File: config.mk
export PLATFORM = sky130hd
export DESIGN_NAME = dpah_front
export DESIGN_NICKNAME = d
export VERILOG_FILES = /design/src/rtl/core/dpah_pkg.sv /design/src/rtl/core/dpah_front.sv
export SDC_FILE = /design/constraint.sdc
export NUM_CORES = 1
export LEC_CHECK = 0
export BUFFER_PORTS_ARGS = -buffer_cell sky130_fd_sc_hd__buf_2
export CAP_MARGIN = 20
export CORE_UTILIZATION = 39
export CTS_CLUSTER_DIAMETER = 120
export DETAILED_ROUTE_END_ITERATION = 16
export PLACE_DENSITY = 0.61
export SLEW_MARGIN = 25
export SYNTH_ARGS = -nofsm -noshare
export SYNTH_HDL_FRONTEND = slang
export SYNTH_SLANG_ARGS = --single-unit
export TNS_END_PERCENT = 5
File: constraint.sdc
create_clock -name clk -period 3.74 [get_ports clk]
set_input_delay 0.374 -clock clk [delete_from_list [all_inputs] [get_ports clk]]
set_output_delay 0.374 -clock clk [all_outputs]
set_load 0.03 [all_outputs]
File: src/rtl/core/dpah_pkg.sv
// Shared types, constants and round functions of the hash engine.
`timescale 1ns / 1ps
package dpah_pkg;
  localparam int RoundCount = 64;
  localparam int RoundW = $clog2(RoundCount);
  localparam logic [10:0] TailLimit = 11'd768;

  typedef struct packed {
    logic [63:0] msg_word;
    logic [6:0]  bits_valid;
    logic        last;
  } in_item_t;

  typedef struct packed {
    logic [63:0] digest_word;
    logic        digest_last;
  } out_item_t;

  // Front-to-back job: one masked word with its bookkeeping.
  typedef struct packed {
    logic [63:0] word;
    logic [6:0]  bits;
    logic        last;
  } job_t;

  typedef struct packed {
    logic [15:0][63:0] m;
    logic [3:0][63:0]  b;
    logic [63:0]       c0;
    logic [63:0]       c1;
    logic [3:0][63:0]  s;
  } enc_state_t;

  localparam logic [3:0][63:0] IvTop = {64'ha1513c69681ad6d4, 64'h70b7ed67fc9b5c42,
                                        64'h5815a7be0543c11c, 64'h0cc4a61194f81760};
  localparam logic [3:0][63:0] IvBot = {64'hca320b75e2b634f9, 64'hb467369e08efd70e,
                                        64'h720dcdfd9dba5b44, 64'h44f9363580e83d02};

  function automatic logic [63:0] rc(input logic [5:0] i);
    logic [63:0] r;
    begin
      unique case (i)
        6'd0: r = 64'h243f6a8885a308d3;  6'd1: r = 64'h13198a2e03707344;
        6'd2: r = 64'ha4093822299f31d0;  6'd3: r = 64'h082efa98ec4e6c89;
        6'd4: r = 64'h452821e638d01377;  6'd5: r = 64'hbe5466cf34e90c6c;
        6'd6: r = 64'hc0ac29b7c97c50dd;  6'd7: r = 64'h3f84d5b5b5470917;
        6'd8: r = 64'h9216d5d98979fb1b;  6'd9: r = 64'hd1310ba698dfb5ac;
        6'd10: r = 64'h2ffd72dbd01adfb7; 6'd11: r = 64'hb8e1afed6a267e96;
        6'd12: r = 64'hba7c9045f12c7f99; 6'd13: r = 64'h24a19947b3916cf7;
        6'd14: r = 64'h0801f2e2858efc16; 6'd15: r = 64'h636920d871574e69;
        6'd16: r = 64'ha458fea3f4933d7e; 6'd17: r = 64'h0d95748f728eb658;
        6'd18: r = 64'h718bcd5882154aee; 6'd19: r = 64'h7b54a41dc25a59b5;
        6'd20: r = 64'h9c30d5392af26013; 6'd21: r = 64'hc5d1b023286085f0;
        6'd22: r = 64'hca417918b8db38ef; 6'd23: r = 64'h8e79dcb0603a180e;
        6'd24: r = 64'h6c9e0e8bb01e8a3e; 6'd25: r = 64'hd71577c1bd314b27;
        6'd26: r = 64'h78af2fda55605c60; 6'd27: r = 64'he65525f3aa55ab94;
        6'd28: r = 64'h5748986263e81440; 6'd29: r = 64'h55ca396a2aab10b6;
        6'd30: r = 64'hb4cc5c341141e8ce; 6'd31: r = 64'ha15486af7c72e993;
        6'd32: r = 64'hb3ee1411636fbc2a; 6'd33: r = 64'h2ba9c55d741831f6;
        6'd34: r = 64'hce5c3e169b87931e; 6'd35: r = 64'hafd6ba336c24cf5c;
        6'd36: r = 64'h7a32538128958677; 6'd37: r = 64'h3b8f48986b4bb9af;
        6'd38: r = 64'hc4bfe81b66282193; 6'd39: r = 64'h61d809ccfb21a991;
        6'd40: r = 64'h487cac605dec8032; 6'd41: r = 64'hef845d5de98575b1;
        6'd42: r = 64'hdc262302eb651b88; 6'd43: r = 64'h23893e81d396acc5;
        6'd44: r = 64'h0f6d6ff383f44239; 6'd45: r = 64'h2e0b4482a4842004;
        6'd46: r = 64'h69c8f04a9e1f9b5e; 6'd47: r = 64'h21c66842f6e96c9a;
        6'd48: r = 64'h670c9c61abd388f0; 6'd49: r = 64'h6a51a0d2d8542f68;
        6'd50: r = 64'h960fa728ab5133a3; 6'd51: r = 64'h6eef0b6c137a3be4;
        6'd52: r = 64'hba3bf0507efb2a98; 6'd53: r = 64'ha1f1651d39af0176;
        6'd54: r = 64'h66ca593e82430e88; 6'd55: r = 64'h8cee8619456f9fb4;
        6'd56: r = 64'h7d84a5c33b8b5ebe; 6'd57: r = 64'he06f75d885c12073;
        6'd58: r = 64'h401a449f56c16aa6; 6'd59: r = 64'h4ed3aa62363f7706;
        6'd60: r = 64'h1bfedf72429b023d; 6'd61: r = 64'h37d0d724d00a1248;
        6'd62: r = 64'hdb0fead349f1c09b; 6'd63: r = 64'h075372c980991b7b;
        default: r = 64'h0;
      endcase
      return r;
    end
  endfunction

  function automatic logic [63:0] rol(input logic [63:0] x, input int n);
    return (n == 0) ? x : ((x << n) | (x >> (64 - n)));
  endfunction

  // One round of the 256-bit ARX cipher with its key schedule.
  function automatic enc_state_t enc_round(input enc_state_t st, input logic [RoundW-1:0] r);
    enc_state_t o;
    logic [63:0] k0, k1, k2, k3, x0, x1, x2, x3, tt, t1, t2;
    begin
      k0 = st.m[0] ^ st.b[0] ^ st.c0;
      k1 = st.m[1] ^ st.b[1] ^ st.c1;
      k2 = st.m[8] ^ st.b[2];
      k3 = st.m[9] ^ st.b[3];
      x0 = st.s[0] ^ k0 ^ rc(6'(r));
      x1 = st.s[1] ^ k1;
      x2 = st.s[2];
      x3 = st.s[3];
      tt = x2 ^ x3;
      o.s[0] = x2;
      o.s[1] = x3;
      o.s[2] = rol(x0, 7) + rol(tt ^ k3, 20);
      o.s[3] = rol(x1, 31) + rol(tt ^ k2, 56);
      t1 = st.m[10] ^ st.m[11];
      t2 = st.m[2] ^ st.m[3];
      o.m[0] = st.m[6];
      o.m[1] = st.m[7];
      o.m[2] = rol(st.m[8], 29) + rol(t1, 6);
      o.m[3] = rol(st.m[9], 63) + rol(t1, 12);
      o.m[4] = st.m[10]; o.m[5] = st.m[11]; o.m[6] = st.m[12]; o.m[7] = st.m[13];
      o.m[8] = st.m[14]; o.m[9] = st.m[15];
      o.m[10] = rol(st.m[0], 14) + rol(t2, 19);
      o.m[11] = rol(st.m[1], 43) + rol(t2, 28);
      o.m[12] = st.m[2]; o.m[13] = st.m[3]; o.m[14] = st.m[4]; o.m[15] = st.m[5];
      o.b[0] = st.b[1];
      o.b[1] = st.b[2];
      o.b[2] = st.b[3];
      o.b[3] = rol(st.b[0], 27) ^ st.b[1];
      o.c0 = st.c1;
      o.c1 = rol(st.c0, 2);
      return o;
    end
  endfunction
endpackage

File: src/rtl/core/dpah_front.sv
// Front end: masks incoming words and queues them as jobs for the core.
`timescale 1ns / 1ps
module dpah_front (
  input  logic              clk,
  input  logic              rst,
  input  logic              push,
  output logic              full,
  input  dpah_pkg::in_item_t in_item,
  output logic              job_valid,
  input  logic              job_take,
  output dpah_pkg::job_t    job
);
  dpah_pkg::job_t q [2];
  logic       wp, rp;
  logic [1:0] cnt;
  dpah_pkg::job_t nj;
  logic [6:0] bv;

  always_comb begin
    bv = (!in_item.last || in_item.bits_valid > 7'd64) ? 7'd64 : in_item.bits_valid;
    nj.bits = bv;
    nj.last = in_item.last;
    // keep the leading bv bits
    nj.word = (bv == 7'd0) ? 64'h0 : (in_item.msg_word & ~({64{1'b1}} >> bv));
  end

  assign full = (cnt == 2'd2);
  assign job_valid = (cnt != 2'd0);
  assign job = q[rp];

  always_ff @(posedge clk) begin
    if (push && !full) q[wp] <= nj;
    if (rst) begin
      wp <= 1'b0; rp <= 1'b0; cnt <= 2'd0;
    end else begin
      if (push && !full) wp <= ~wp;
      if (job_take && job_valid) rp <= ~rp;
      cnt <= cnt + 2'(push && !full) - 2'(job_take && job_valid);
    end
  end
endmodule

==> metrics.csv <==
metric,value,unit
die_w,131,um
netlist_area,6480,um2
fin_cells,805,
hold_slack,0.173,ns
setup_slack,1.38,ns
syn2layout_area_growth,23.7,%
end_kind,output pin,
clk_latency,0.43,ns
cts.sinks,149,
synthFlopType,edfxtp_1,
vias_per_cell,5.20,
relSlewSlack,49.7,%
finalMaxSlewViolations,0,
htreeDepth,4,
first_pass_iters,4,
cp_slowest_cell,dfxtp_4,
io_buffers,149,
syn_nets,509,
reg2reg_depth,5,
routed_wl,16400,um
p_total,5.77,mW
status,"complete, no violations",
power_density,720,nW/um2
min_path_type,input pin to register,
grt_usage,19.7,%
peakVddDrop,0.495,mV
cts-root-buf,clkbuf_16,
cp-start-kind,register,
hpwl,10600,um
layout_common_cells,"149 x buf_2, 144 x edfxtp_1, 72 x mux2_2",
grt_pass1_wl,23800,um
yosysUniqueCellTypes,42,
grt_max_degree,73,
boundaryPins,150,
postCtsHoldBufs,0,
layout_commonest_cell,buf_2,
drv_cap,0,
period_needed,2.36,ns
path_cells,"buf_12, mux2_2, buf_2",
reg2reg_slack,1.45,ns
cts_tree,done,
grt_pass1_vias,4148,
synth.avg_cell_area,15.0,um2
routabilityCongestion,0.788,
postSynth.asyncResetShare,0,%
yosysWarnings,0,
rr_endpoint,q[0][57],
ys_seq_area_share,68.2,%
cp_max_fo,44,
arrival,1.99,ns
grt_antenna_before_repair,0,
setup_tns,0,ns
grt-ovfl-total,0,
post-route-drc-count,0,
synth-edff-count,144,
fin_nets,654,
vias,4183,
leakage,3.01,nW
crit_end,job[7],
fmax,424,MHz
n_antenna_cell,0,
die_y,131,um
finalHoldViolations,0,
rows,46,
ctsResizeCount,0,
start_util,40.4,%
core,16100,um2
dpl.cell_count,771,
tightest_slew,0.753,ns
place_ws,1.18,ns
clk_pin_slew,0.06,ns
drt_iter0_markers,290,
fin_crit_sh,63.1,%
post_cts_buffers,0,
cts_made_buffers,17,
setup_viol,0,
clock_skew,0.00574,ns
dieArea,17100,um2
grt_setup_unrepaired,no,
ant_nets,0,
drive_above_1_share,44.0,%
cts_buffer_depth,2,
cpPeakStageDelay,0.63,ns
synth-seq-cells,149,
synth_cells,431,
required,3.37,ns
r2r-start,cnt[0],
critPathKind,register to output pin,
wl_per_cell,20.3,um
[cell families after synthesis]
group / after synthesis / share of synthesized area, %
DFF: 149 / 68.2
and+or+nand+nor: 97 / 8.18
AOI/OAI and AO/OA: 74 / 7.70
adders and majority gates: 2 / 0.386
muxes: 72 / 12.5
buffers and inverters: 35 / 2.74
xor gates and xnor gates: 2 / 0.270
[how the worst min path moves through the flow]
stage	cells after the start	from	to
after CTS	2	rst	register
after global placement	2	wp	wp
after floorplan	1	rst	wp
after global routing	2	rst	register
final	2	rst	register
after detailed placement	2	rp	register
[cells in the mapped netlist (4+ instances only)]
cell | count | area [um2]
a21boi_0 | 24 | 180
a21oi_1 | 7 | 35.0
and2_1 | 19 | 119
buf_2 | 16 | 80.1
clkbuf_1 | 8 | 30.0
dfxtp_1 | 5 | 100
edfxtp_1 | 144 | 4320
inv_1 | 6 | 22.5
mux2_2 | 72 | 811
nand2_1 | 26 | 97.6
nand2b_1 | 4 | 25.0
nand3_1 | 5 | 25.0
nor2_1 | 14 | 52.6
nor2b_1 | 6 | 37.5
nor3_1 | 5 | 25.0
o21a_1 | 11 | 82.6
o21ai_0 | 19 | 95.1
[per-stage QoR]
step,cell area (um2),util [%]
after CTS,7980,49.7
after global routing,8020,49.9
after detailed placement,7380,46.0
after floorplan,6480,-
final,8020,49.9
after global placement,7380,46.0
[worst max-delay path: cells and delay by family, from the launching register on]
| family | cells | cell delay, ns |
|---|---|---|
| multiplexers | 1 | 0.41 |
| buffers and inverters | 2 | 0.49 |
| flip-flops | 1 | 0.63 |
[routing by layer]
metal	track usage [%]	part of all wire, %
met1	25.8	43
met2	31.2	49
met3	5.09	6.9
met4	7.98	1.3
met5	0	0
[power by group]
| part | switching (mW) | internal, mW |
|---|---|---|
| combinational | 1.17 | 0.612 |
| sequential | 0.108 | 2.15 |
| clock | 0.637 | 1.10 |
[flip-flops by register name, summed over array words and instances (netlist names), named ones only]
signal	count
q	144
cnt	2
wp	1
rp	1
[final cells by class]
class,count,area (um2)
fillers,1432,8040
flip-flops and latches,149,4430
repair buffers,154,808
clock buffers,18,429
well taps,216,270
inverters,7,27.5
multi-input cells,247,1890
clock inverters,14,165
Power figures use the tool's default switching activity.
